### src/rtl/assert_macros.svh
// Assertion macros shared by the RTL of the 3x3 convolution block.
// Holds only macro definitions; no other dependencies.
`ifndef ASSERT_MACROS_SVH
`define ASSERT_MACROS_SVH

// Check that the antecedent implies the consequent on the same edge.
`define C3ZP_ASSERT_SAME(lbl, clk, rst, ante, cons) \
  lbl: assert property (@(posedge clk) disable iff (rst) (ante) |-> (cons)) \
    else $error("c3zp assertion failed");

// Check that the antecedent implies the consequent on the next edge.
`define C3ZP_ASSERT_NEXT(lbl, clk, rst, ante, cons) \
  lbl: assert property (@(posedge clk) disable iff (rst) (ante) |=> (cons)) \
    else $error("c3zp assertion failed");

`endif

### src/rtl/c3zp_pkg.sv
// Shared constants, types and helpers of the 3x3 convolution block.
// No dependencies.
package c3zp_pkg;

  // Line store depth and kernel weight width
  localparam int MAX_WIDTH = 1024;
  localparam int COEF_BITS = 8;

  localparam int COL_W   = $clog2(MAX_WIDTH);
  localparam int WIDTH_W = COL_W + 1;
  localparam int ROW_W   = 13;
  localparam int POS_W   = ROW_W + 2;
  localparam int PIX_W   = 24;
  localparam int COEF_W  = 24;
  localparam int DIV_W   = 12;
  localparam int HGT_W   = 12;
  localparam int OUT_W   = 20;
  localparam int PROD_W  = 9 + COEF_BITS;
  localparam int CFG_A_W = 3;

  // Register indexes
  localparam logic [CFG_A_W-1:0] REG_COEF_TOP = 3'd0;
  localparam logic [CFG_A_W-1:0] REG_COEF_MID = 3'd1;
  localparam logic [CFG_A_W-1:0] REG_COEF_BOT = 3'd2;
  localparam logic [CFG_A_W-1:0] REG_DIVISOR  = 3'd3;
  localparam logic [CFG_A_W-1:0] REG_WIDTH    = 3'd4;
  localparam logic [CFG_A_W-1:0] REG_HEIGHT   = 3'd5;

  // Input kind
  localparam logic REQ_PIXEL = 1'b0;
  localparam logic REQ_PAD   = 1'b1;

  typedef logic signed [OUT_W-1:0] sum_t;

  // Pick weight k (0 = left) out of a packed kernel row
  function automatic logic signed [COEF_BITS-1:0] weight_of(
    input logic [COEF_W-1:0] row,
    input logic [1:0]        k
  );
    logic [3*COEF_BITS-1:0] ext;
    ext = (3*COEF_BITS)'(row);
    return ext[k*COEF_BITS +: COEF_BITS];
  endfunction

endpackage

### src/rtl/c3zp_div.sv
// Restoring divider for one colour channel: signed dividend, positive divisor,
// quotient truncated toward zero, one bit a cycle. Uses c3zp_pkg.
module c3zp_div (
  input  logic                          clk,
  input  logic                          rst,
  input  logic                          start,
  input  c3zp_pkg::sum_t                dividend,
  input  logic [c3zp_pkg::DIV_W-1:0]    divisor,
  output logic                          done,
  output c3zp_pkg::sum_t                quotient
);
  import c3zp_pkg::*;

  localparam int CNT_W = $clog2(OUT_W);

  logic [OUT_W-1:0] mag;
  logic [DIV_W-1:0] rem;
  logic [DIV_W-1:0] dvs;
  logic             neg;
  logic             busy;
  logic [CNT_W-1:0] cnt;
  logic [DIV_W:0]   shifted;
  logic             qbit;

  // One restoring step
  always_comb begin
    shifted = {rem, mag[OUT_W-1]};
    qbit    = (shifted >= {1'b0, dvs});
  end

  // Control
  always_ff @(posedge clk) begin
    if (rst) begin
      busy <= 1'b0;
      done <= 1'b0;
      cnt  <= '0;
    end else begin
      done <= 1'b0;
      if (start) begin
        busy <= 1'b1;
        cnt  <= '0;
      end else if (busy) begin
        cnt <= cnt + 1'b1;
        if (cnt == CNT_W'(OUT_W - 1)) begin
          busy <= 1'b0;
          done <= 1'b1;
        end
      end
    end
  end

  // Datapath: mag turns into the quotient bit by bit
  always_ff @(posedge clk) begin
    if (start) begin
      neg <= dividend[OUT_W-1];
      mag <= dividend[OUT_W-1] ? OUT_W'(-dividend) : OUT_W'(dividend);
      rem <= '0;
      dvs <= (divisor == '0) ? DIV_W'(1) : divisor;
    end else if (busy) begin
      rem <= qbit ? DIV_W'(shifted - {1'b0, dvs}) : shifted[DIV_W-1:0];
      mag <= {mag[OUT_W-2:0], qbit};
    end
  end

  assign quotient = neg ? sum_t'(-mag) : sum_t'(mag);

endmodule

### config.mk
export PLATFORM = sky130hd
export DESIGN_NAME = c3zp_div
export DESIGN_NICKNAME = d
export VERILOG_FILES = /design/src/rtl/assert_macros.svh /design/src/rtl/c3zp_pkg.sv /design/src/rtl/c3zp_div.sv
export SDC_FILE = /design/constraint.sdc
export NUM_CORES = 1
export LEC_CHECK = 0
export BUFFER_PORTS_ARGS = -buffer_cell sky130_fd_sc_hd__buf_2
export CORE_UTILIZATION = 52
export DETAILED_ROUTE_END_ITERATION = 8
export PLACE_DENSITY = 0.84
export SETUP_SLACK_MARGIN = 0.1
export SKIP_LAST_GASP = 1
export SYNTH_ARGS = -nofsm -noshare
export SYNTH_HDL_FRONTEND = slang
export SYNTH_SLANG_ARGS = --single-unit
### constraint.sdc
create_clock -name clk -period 2.3 [get_ports clk]
set_input_delay 0.115 -clock clk [delete_from_list [all_inputs] [get_ports clk]]
set_output_delay 0.115 -clock clk [all_outputs]
set_load 0.01 [all_outputs]
== Word-level counts from Yosys, hierarchy flattened ==
Cells that the tools add are included.
Cells by class
  shift-type cells: 0
  add/subtract/negate cells: 4
  multipliers: 0
  reductions and logical operators: 4
  bitwise logic cells: 1
  divide/modulo/power cells: 0
  order comparisons: 1
  mux-type cells: 9
  equal/unequal tests: 1
Operators by type and width (number)
  $mux W20: 4
  $neg A20 Y20: 2
  $ge A13 B12 Y1: 1
  $logic_not A12 Y1: 1
  $mux W12: 1
  $sub A12 B12 Y12: 1
  $add A5 B1 Y5 const B: 1
  $eq A5 B5 Y1 const B: 1
  $mux W1: 4
  $reduce_or A3 Y1: 1
  $reduce_bool A2 Y1: 1
  $reduce_or A2 Y1: 1
  $not A1 Y1: 1
Word-level totals
  bits of input ports: 35
  register bits after elaboration: 52
  bits in writable memories: 0
  memories: 0
  bits in latches: 0
  output and inout port bits: 21
  bits in read-only memories: 0

== Longest topological paths before layout ==
Gate-level depths: netlist of the first run.
  depth in word-level cells: 4
  depth in mapped cells: 9
  depth with buffers taken out: 9

== Least setup slack after synthesis of the first run ==
Ideal clock, no wire load.
  path kind: reg-to-reg
  start point: reg dvs[7]
  end point: reg rem[1]
  library setup time: 0.116 ns
  setup slack: 0.117 ns
  path buffers: 0
  stages on the path, launching flop included: 9
  arrival: 2.067 ns
  period minus slack after synthesis: 2.183 ns
  cells stage by stage: edfxtp_1 inv_1 ha_1 and2_1 a221o_1 a41oi_1 nand2_1 mux2i_1 a31o_2
Between the ends
  word-level cells in the longest chain between the ends: 2
Ends and longest elaborated chain
  start, declared: RTL line c3zp_div.sv:18  | logic [DIV_W-1:0] dvs;
  start signal, assigned: RTL line c3zp_div.sv:58  | dvs <= (divisor == '0) ? DIV_W'(1) : divisor;
  $ge A13 B12 Y1: RTL line c3zp_div.sv:28  | qbit = (shifted >= {1'b0, dvs});
  $mux W12: RTL line c3zp_div.sv:60  | rem <= qbit ? DIV_W'(shifted - {1'b0, dvs}) : shifted[DIV_W-1:0];
  end signal, assigned: RTL line c3zp_div.sv:60
  end, declared: RTL line c3zp_div.sv:17  | logic [DIV_W-1:0] rem;
Every way passes these cells.
A chain may end at the register's enable or synchronous reset.

== Worst setup path after layout of the first run ==
  start point: reg mag[9]
  end point: out quotient[19]
Between the ends
  word-level cells in the longest chain between the ends: 2
Ends and longest elaborated chain
  start, declared: RTL line c3zp_div.sv:16  | logic [OUT_W-1:0] mag;
  start signal, assigned: RTL line c3zp_div.sv:56  | mag <= dividend[OUT_W-1] ? OUT_W'(-dividend) : OUT_W'(dividend);
  start signal, assigned: RTL line c3zp_div.sv:61  | mag <= {mag[OUT_W-2:0], qbit};
  $neg A20 Y20: RTL line c3zp_div.sv:65  | assign quotient = neg ? sum_t'(-mag) : sum_t'(mag);
  $mux W20: RTL line c3zp_div.sv:65
  end, declared: RTL line c3zp_div.sv:10  | output c3zp_pkg::sum_t quotient
Every way passes these cells.

==> flow_summary_export.csv, run 1 <==
group,metric,value,unit
critical_path,slowest_stage,"or4_4",
clocking,cts.path.max_buffers,2,
die,die_y,83.61,um
sta,rsz0062_at_grt,"yes",
pwr,vdd_ir_drop_max,0.3878,mV
grt,grt_max_degree,41,
die,die_area,6991,um^2
detailed_routing,ant_nets,0,
logic_synthesis,syn_nets,438,
flow_run,drv_cap,0,
sta,fin_tns_setup,-1003,ps
place,numPortBuffers,55,
critical_path,worstPathMaxFanout,3,
critical_path,crit_family,"simple AND/OR/NAND/NOR gates",
die,die_x,83.61,um
place,placed_area,3928,um^2
clocking,cts_max_level,2,
clocking,cts_tree,"yes",
finish,nNetsFinal,521,
critical_path,cp-end-kind,"output pin",
critical_path,rrSetupSlack,0,ps
run_status,violations,"setup timing",
detailed_routing,drc,0,
clocking,cts_sinks,52,
critical_path,cp_slowest_stage_delay,550,ps
critical_path,path_class,"reg2out",
logic_synthesis,synth_edf_count,33,
sta,worst_pin_slew,814.2,ps
detailed_routing,wl_per_cell,15.91,um
place,dpl.cell_count,519,
pwr,p_per_area,615.2,nW/um^2
detailed_routing,wirelength,8.721,mm
grt,antenna_found_initial,0,
critical_path,arrival,2350,ps
logic_synthesis,synth_flop_cell,"edfxtp_1",
grt,grt_use_total,23.99,%
finish,stdcell_area,4498,um^2
finish,drive_gt1_share,32.27,%
logic_synthesis,yosys_warnings,0,
clocking,path_clk_slew,100,ps
place,place.gp.congestion,0.9425,
finish,stdcell_count,548,
logic_synthesis,synthArstFlopShare,0,%
run_status,status,"complete, but fails checks",
detailed_routing,via_count,3200,
critical_path,startpoint_type,"flop",
grt,overflow,0,
pwr,finalPower,0.002767,W
clocking,insertion_delay,310,ps
finish,regArea,1373,um^2
sta,slew_headroom,45.72,%
sta,finalCritPeriodShare,107.3,%
logic_synthesis,synth_area,3463,um^2
sta,max_freq,0.4053,GHz
critical_path,crit_chain,"or4_4, or3_4, nor3_2, nand2_2, o31ai_2, xnor2_1, buf_2",
logic_synthesis,yosysSeqAreaShare,39.60,%
sta,hold_viol,0,
grt,grt_pass1_wl,13.66,mm
finish,layout_commonest_cell,"buf_2",
logic_synthesis,avgSynthCellArea,8.949,um^2
detailed_routing,drt_iter0_drc,191,
logic_synthesis,synthCells,387,
sta,holdWs,55.54,ps
sta,period_minus_slack,2468,ps
die,coreArea,6386,um^2
pwr,p_leak,1.856,nW
finish,multi_input_area,2155,um^2
clocking,cts_buffers,5,
hold_path,hp-class,"in2reg",
grt,grt_pass1_vias,2931,
critical_path,crit_required,2180,ps
detailed_routing,vias_per_cell,5.839,
clocking,cts-root-buf,"clkbuf_8",
critical_path,worst-path-buf-inv,1,
die,placementRows,29,
finish,diodes,0,
sta,fin_skew,5.308,ps
place,hpwlAfterDp,5.646,mm
finish,fillCellCount,441,
detailed_routing,drtPass1Iterations,5,
sta,final.setup.worst_slack,-167.5,ps
die,initial_core_util,54.23,%
sta,finalSetupViolCount,8,
die,io_pins,56,
finish,area_growth_syn_to_layout,29.88,%
finish,layout_common_cells,"buf_2 (55), nor2_1 (42), edfxtp_1 (33)",
sta,slew_viol_final,0,
logic_synthesis,synth_cell_types,53,
logic_synthesis,ys_ff_latch,52,
==> metal layers <==
layer | share of wire, % | vias up | track usage, %
li1 | - | 1552 | -
met1 | 42 | 1515 | 30.58
met2 | 50 | 110 | 41.54
met3 | 5.5 | 23 | 4.055
met4 | 2.6 | 0 | 7.396
met5 | 0 | - | 0
==> cell type report <==
cell class	count	area share, %
clock buffers	6	1.836
clock inverters	2	0.8623
inverters	19	1.586
multi-input cells	290	47.90
flip-flops and latches	52	30.51
well taps	77	2.142
repair buffers	102	15.16
==> cell usage after synthesis (4+ instances only) <==
cell type  count  area share, %
nor3_1         6           0.87
or3_1          9            1.6
edfxtp_1      33             29
nand3_1        5           0.72
xnor2_1       21            5.3
clkbuf_1      23            2.5
o41ai_1        7            1.8
a21o_1         4           0.87
o21ai_0       19            2.7
nor2_1        43            4.7
xor2_1        25            6.3
nand2_1       34            3.7
inv_1         19            2.1
ha_1          15            5.4
nor2b_1        4           0.72
a21oi_1       28            4.0
dfxtp_1       19             11
a311oi_1       7            1.8
o31ai_1       11            2.4
==> per-stage QoR <==
stage | utilization (%) | worst slack, ps
global placement | 61.50 | 27.28
finish | 70.44 | -167.5
floorplan | - | 117.3
global route | 70.44 | -294.9
detailed placement | 61.50 | -63.58
CTS | 66.99 | -204.9
==> cells by family (layout without fill, tap and decap cells) <==
group	Yosys count	in the layout	synth area share (%)
multiplexers	3	3	0.8671
AND/OR/NAND/NOR	127	127	17.81
AO/OA/AOI/OAI	98	98	19.08
XOR/XNOR	46	46	11.63
buffers and inverters	45	129	5.021
adder cells (fa/ha/maj)	16	16	5.997
flip-flops	52	52	39.60
==> flip-flops by register name, summed over array words and instances (netlist names) <==
signal,flops
busy,1
cnt,5
done,1
dvs,12
mag,20
neg,1
rem,12
==> path summary, 6_finish.rpt <==
kind / from / to / depth (start not counted)
hold / removal: divisor[0] / dvs[0]$_SDFFCE_PN1P_ / 2
setup / recovery: mag[9]$_DFFE_PP_ / quotient[19] / 7
hold reg to reg: rem[1]$_SDFFE_PP0P_ / rem[2]$_SDFFE_PP0P_ / 2
setup reg to reg: dvs[6]$_SDFFCE_PN0P_ / rem[2]$_SDFFE_PP0P_ / 9
==> power by group <==
group	switching [W]	total (W)	internal, W
registers	0.0000797	0.00117	0.00109
clock network	0.000310	0.000666	0.000356
logic	0.000496	0.000932	0.000436
==> timing repair <==
action | 4_1_cts | 5_1_grt
gates resized for setup | 16 | 41
buffers inserted | 5 | 6
endpoints found under the hold margin | 11 | 0
endpoints found under the setup margin | 24 | 26
hold buffers | 11 | 0
pin swaps | 11 | 20
(Power assumes the default switching activity.)
==> run 2, diff against run 1 <==
Settings changed: CORE_ASPECT_RATIO set to 1.5.
==> flow_summary_export.csv, run 2 (synthesized netlist as in run 1, its figures left out) <==
group,metric,value,unit
detailed_routing,via_count,3240,
critical_path,startpoint_type,"flop",
pwr,switchingPower,0.0008834,W
detailed_routing,drt_iter0_drc,215,
pwr,vdd_ir_drop_max,0.4386,mV
detailed_routing,vias_per_cell,5.912,
pwr,p_seq_share,42.6,%
critical_path,crit_family,"simple AND/OR/NAND/NOR gates",
place,numPortBuffers,55,
critical_path,arrival,2450,ps
die,io_pins,56,
pwr,clkPwrFrac,22.8,%
run_status,status,"complete, but fails checks",
finish,stdcell_area,4516,um^2
grt,top_usage_layer,"met2",
clocking,cts_tree,"yes",
critical_path,slowest_stage,"or4_4",
pwr,pwr-share-comb,34.6,%
clocking,cts_max_level,2,
detailed_routing,wl_per_cell,15.79,um
critical_path,cp-end-kind,"output pin",
place,dpl.cell_count,522,
flow_run,drv_cap,0,
pwr,p_leak,1.833,nW
pwr,p_per_area,607.3,nW/um^2
sta,period_minus_slack,2565,ps
sta,slew_viol_final,0,
clocking,path_clk_slew,100,ps
detailed_routing,ant_nets,0,
finish,drive_gt1_share,33.26,%
critical_path,cp_slowest_stage_delay,550,ps
grt,grt_use_total,24.20,%
sta,hold_viol,0,
place,place.gp.congestion,0.9656,
detailed_routing,drc,0,
finish,stdcell_count,548,
critical_path,reg2regPathDepth,10,
finish,diodes,0,
clocking,cts-root-buf,"clkbuf_8",
grt,grt_max_degree,36,
pwr,finalPower,0.002742,W
grt,use_met1,25.89,%
sta,worst_pin_slew,644.2,ps
sta,finalSetupViolCount,9,
sta,finalCritPeriodShare,111.5,%
place,hpwlAfterDp,5.792,mm
grt,met3_usage,3.013,%
grt,overflow,0,
critical_path,crit_required,2180,ps
critical_path,rrSetupSlack,50,ps
clocking,cts_buffers,5,
hold_path,min_delay_worst_endpoint,"dvs[3]$_SDFFCE_PN0P_",
finish,top_register,"mag",
hold_path,min_from,"divisor[3]",
sta,rsz0062_at_grt,"yes",
hold_path,min_path_cells,1,
die,die_y,102.0,um
die,initial_core_util,53.40,%
grt,grt_pass1_wl,12.94,mm
sta,max_freq,0.3898,GHz
finish,area_growth_syn_to_layout,30.38,%
detailed_routing,drtPass1Iterations,4,
die,placementRows,36,
grt,grtUsageMet2,46.68,%
critical_path,crit_chain,"or4_4, or3_4, nor3_4, nand2_2, o31ai_2, xnor2_1, buf_2",
finish,nNetsFinal,522,
critical_path,path_class,"reg2out",
run_status,violations,"setup timing",
clocking,cts_sinks,52,
die,die_area,6997,um^2
grt,grt_pass1_vias,2997,
critical_path,timing.rr.start,"mag[19]$_DFFE_PP_",
sta,slew_headroom,57.05,%
hold_path,hp-class,"in2reg",
finish,layout_commonest_cell,"buf_2",
finish,top_regs,"mag: 20 flops, dvs: 12 flops, rem: 12 flops",
critical_path,worst-path-buf-inv,1,
place,placed_area,3956,um^2
pwr,switching_share,32.21,%
die,coreArea,6486,um^2
detailed_routing,wirelength,8.654,mm
sta,final.setup.worst_slack,-265.5,ps
grt,antenna_found_initial,0,
clocking,cts.path.max_buffers,2,
clocking,insertion_delay,310,ps
critical_path,worstPathMaxFanout,3,
finish,layout_common_cells,"buf_2 (55), nor2_1 (43), edfxtp_1 (33), buf_4 (33)",
critical_path,r2r_end,"rem[6]$_SDFFE_PP0P_",
finish,fillCellCount,458,
pwr,p_int,0.001859,W
finish,largest_reg_flops,20,
die,die_x,68.64,um
sta,fin_skew,9.788,ps
[run 2: changes by cell type in the layout (fill, tap and decap cells not counted), sizes merged]
cell | previous run | this run
buf | 91 | 93
dlygate4sd3 | 11 | 10
[run 2: through the flow]
| stage | worst slack [ps] | util (%) | TNS, ps | hold WS, ps |
|---|---|---|---|---|
| after floorplan | 117.3 | - | 0 | 213.9 |
| after global placement | 12.24 | 61.00 | 0 | 306.1 |
| after detailed placement | -84.50 | 61.00 | -150.2 | 309.3 |
| after CTS | -233.0 | 65.47 | -799.8 | 0.1302 |
| after global routing | -379.5 | 69.62 | -2601 | 3.639 |
| final | -265.5 | 69.62 | -1281 | 3.865 |
[run 2: how the worst max path moves through the flow]
stage                              start                  end  slack [ps]  cells past startpoint
floorplan           dvs[7]$_SDFFCE_PN0P_  rem[1]$_SDFFE_PP0P_         120                      8
global placement             dividend[8]    mag[17]$_DFFE_PP_          10                      7
detailed placement      mag[8]$_DFFE_PP_         quotient[19]         -80                      7
CTS                     mag[9]$_DFFE_PP_         quotient[19]        -230                      7
global route            mag[9]$_DFFE_PP_         quotient[19]        -380                      7
finish                  mag[9]$_DFFE_PP_         quotient[17]        -270                      7
[run 2: power groups by stage]
stage	Sequential [W]	Combinational [W]	Clock (W)
3_5_place_dp	0.00118	0.000778	0
3_3_place_gp	0.00117	0.000752	0
2_1_floorplan	0.00116	0.000500	0
5_1_grt	0.00118	0.00105	0.000672
4_1_cts	0.00116	0.000818	0.000632
6_report	0.00117	0.000949	0.000625
[run 2: final cells by class]
class,instances,area [um^2],share of cell area (%)
Multi-Input combinational cell,290,2191,48.52
Sequential cell,52,1371,30.37
Timing Repair Buffer,103,679.4,15.05
Tap cell,76,95.09,2.106
Clock buffer,6,72.57,1.607
Inverter,19,71.32,1.579
Clock inverter,2,35.03,0.7758
[run 2: layer usage]
metal,routed length (um),vias up
met5,0,-
met4,209,0
met3,377,22
met2,4795,112
met1,3272,1544
li1,-,1562
[run 2: timing repair]
action,CTS,global route
resized for setup,13,46
cloned,0,0
setup buffers,4,4
pin swaps,5,18
setup endpoints to repair,15,26
endpoints found under the hold margin,9,1
hold buffers,9,1
==> run 3, diff against run 2 <==
==> constraint.sdc (replaced) <==
create_clock -name clk -period 2.3 [get_ports clk]
set_input_delay 0.23 -clock clk [delete_from_list [all_inputs] [get_ports clk]]
set_output_delay 0.23 -clock clk [all_outputs]
set_load 0.01 [all_outputs]
==> flow_summary_export.csv, run 3 (synthesized netlist as in run 1, its figures left out) <==
group,metric,value,unit
sta,finalCritPeriodShare,114.8,%
clocking,cts_buffers,5,
place,placed_area,4046,um^2
finish,stdcell_area,4558,um^2
die,io_pins,56,
detailed_routing,ant_nets,0,
sta,worst_pin_slew,490.8,ps
clocking,path_clk_slew,100,ps
finish,stdcell_count,552,
die,die_area,6997,um^2
finish,fillCellCount,443,
sta,hold_viol,0,
finish,area_growth_syn_to_layout,31.61,%
die,die_y,102.0,um
detailed_routing,wirelength,8.976,mm
die,initial_core_util,53.40,%
detailed_routing,wl_met3,308,um
critical_path,worstPathMaxFanout,2,
sta,final.setup.worst_slack,-341.4,ps
clocking,cts_max_level,2,
sta,rsz0062_at_grt,"yes",
pwr,p_per_area,590.7,nW/um^2
die,placementRows,36,
hold_path,min_delay_worst_endpoint,"dvs[9]$_SDFFCE_PN0P_",
sta,max_freq,0.3786,GHz
grt,overflow,0,
critical_path,reg2regPathDepth,9,
finish,drive_gt1_share,35.50,%
run_status,status,"complete, but fails checks",
place,hpwlAfterDp,6.079,mm
critical_path,cp-end-kind,"output pin",
die,die_x,68.64,um
clocking,cts.path.max_buffers,2,
die,coreArea,6486,um^2
hold_path,min_from,"divisor[9]",
critical_path,r2r_end,"rem[1]$_SDFFE_PP0P_",
finish,layout_common_cells,"buf_2 (55), nor2_1 (43), buf_4 (41)",
place,dpl.cell_count,532,
detailed_routing,drt_iter0_drc,231,
hold_path,min_path_cells,1,
finish,diodes,0,
hold_path,hp-class,"in2reg",
detailed_routing,drc,0,
pwr,vdd_ir_drop_max,0.4951,mV
grt,grt_pass1_wl,12.66,mm
clocking,cts_tree,"yes",
detailed_routing,vias_per_cell,5.870,
detailed_routing,routed-wl-met2,4.957,mm
finish,nNetsFinal,526,
run_status,violations,"setup timing",
critical_path,crit_path_start,"mag[9]$_DFFE_PP_",
clocking,insertion_delay,310,ps
grt,antenna_found_initial,0,
detailed_routing,via_count,3240,
detailed_routing,wl_per_cell,16.26,um
critical_path,timing.rr.start,"dvs[6]$_SDFFCE_PN0P_",
clocking,cts-root-buf,"clkbuf_8",
pwr,p_leak,1.868,nW
finish,layout_commonest_cell,"buf_2",
clocking,cts_sinks,52,
place,numPortBuffers,55,
sta,slew_viol_final,0,
grt,grt_pass1_vias,3006,
sta,period_minus_slack,2641,ps
grt,grt_max_degree,33,
critical_path,startpoint_type,"flop",
critical_path,rrSetupSlack,160,ps
sta,fin_skew,12.05,ps
flow_run,drv_cap,0,
critical_path,arrival,2410,ps
detailed_routing,wl_met1,3.462,mm
finish,top_regs,"mag: 20 flops, dvs: 12 flops, rem: 12 flops",
detailed_routing,drtPass1Iterations,4,
critical_path,crit_required,2070,ps
sta,finalSetupViolCount,11,
detailed_routing,highest_layer,"met4",
place,place.gp.congestion,0.9446,
finish,top_register,"mag",
finish,largest_reg_flops,20,
grt,grt_use_total,23.83,%
sta,slew_headroom,67.28,%
critical_path,path_class,"reg2out",
place,dp_slack,-120.7,ps
run 3: cell types whose count changed in the layout (fill, tap and decap cells not counted), sizes merged:
cell,change
buf,+14
dlygate4sd3,-10
clkinvlp,+2
bufinv,-1
clkinv,-1
run 3: worst max-delay path by stage:
stage | to | cells past startpoint | slack, ps
after floorplan | mag[17]$_DFFE_PP_ | 6 | 70
after global placement | mag[17]$_DFFE_PP_ | 7 | -90
after detailed placement | mag[17]$_DFFE_PP_ | 7 | -120
after CTS | quotient[19] | 7 | -320
after global routing | quotient[17] | 7 | -490
final | quotient[13] | 7 | -340
run 3: area by class of cell:
class	count	area [um^2]	share of cell area (%)
inverters	19	71.32	1.565
clock inverters	2	15.01	0.3294
flip-flops and latches	52	1371	30.09
clock buffers	6	82.58	1.812
repair buffers	107	706.9	15.51
well taps	76	95.09	2.086
multi-input cells	290	2216	48.61
run 3: metal layers:
metal  track usage [%]  vias up
met5                 0        -
met4             9.455        0
met3             3.460       22
met2             45.78      103
met1             24.66     1540
li1                  -     1575
run 3: metrics by stage:
step | TNS, ps | hold WS [ps] | utilization [%] | power, W
after floorplan | 0 | 328.9 | - | 0.001668
after global placement | -226.1 | 420.8 | 62.38 | 0.001944
after detailed placement | -469.0 | 423.9 | 62.38 | 0.001977
after CTS | -1755 | 103.4 | 65.57 | 0.002560
after global routing | -3785 | 96.68 | 70.27 | 0.002846
final | -2382 | 113.5 | 70.27 | 0.002692
run 3: where the power goes:
part / switching (W) / leakage [nW] / total (W) / internal, W
Sequential: 0.0000792 / 0.480 / 0.00117 / 0.00109
Combinational: 0.000506 / 1.34 / 0.000974 / 0.000469
Clock: 0.000306 / 0.0434 / 0.000550 / 0.000244
run 3: repair_timing:
item	4_1_cts	5_1_grt
gates resized for setup	21	45
setup endpoints to repair	21	26
setup buffers	3	9
pin swaps	4	23
hold buffers	0	0
run 3: critical path, stage by stage (launching register included):
cell and delay (ps):
edfxtp_1 400, or4_4 550, or3_4 380, buf_4 150, buf_6 110, o41ai_4 200
xnor2_1 150, buf_2 150
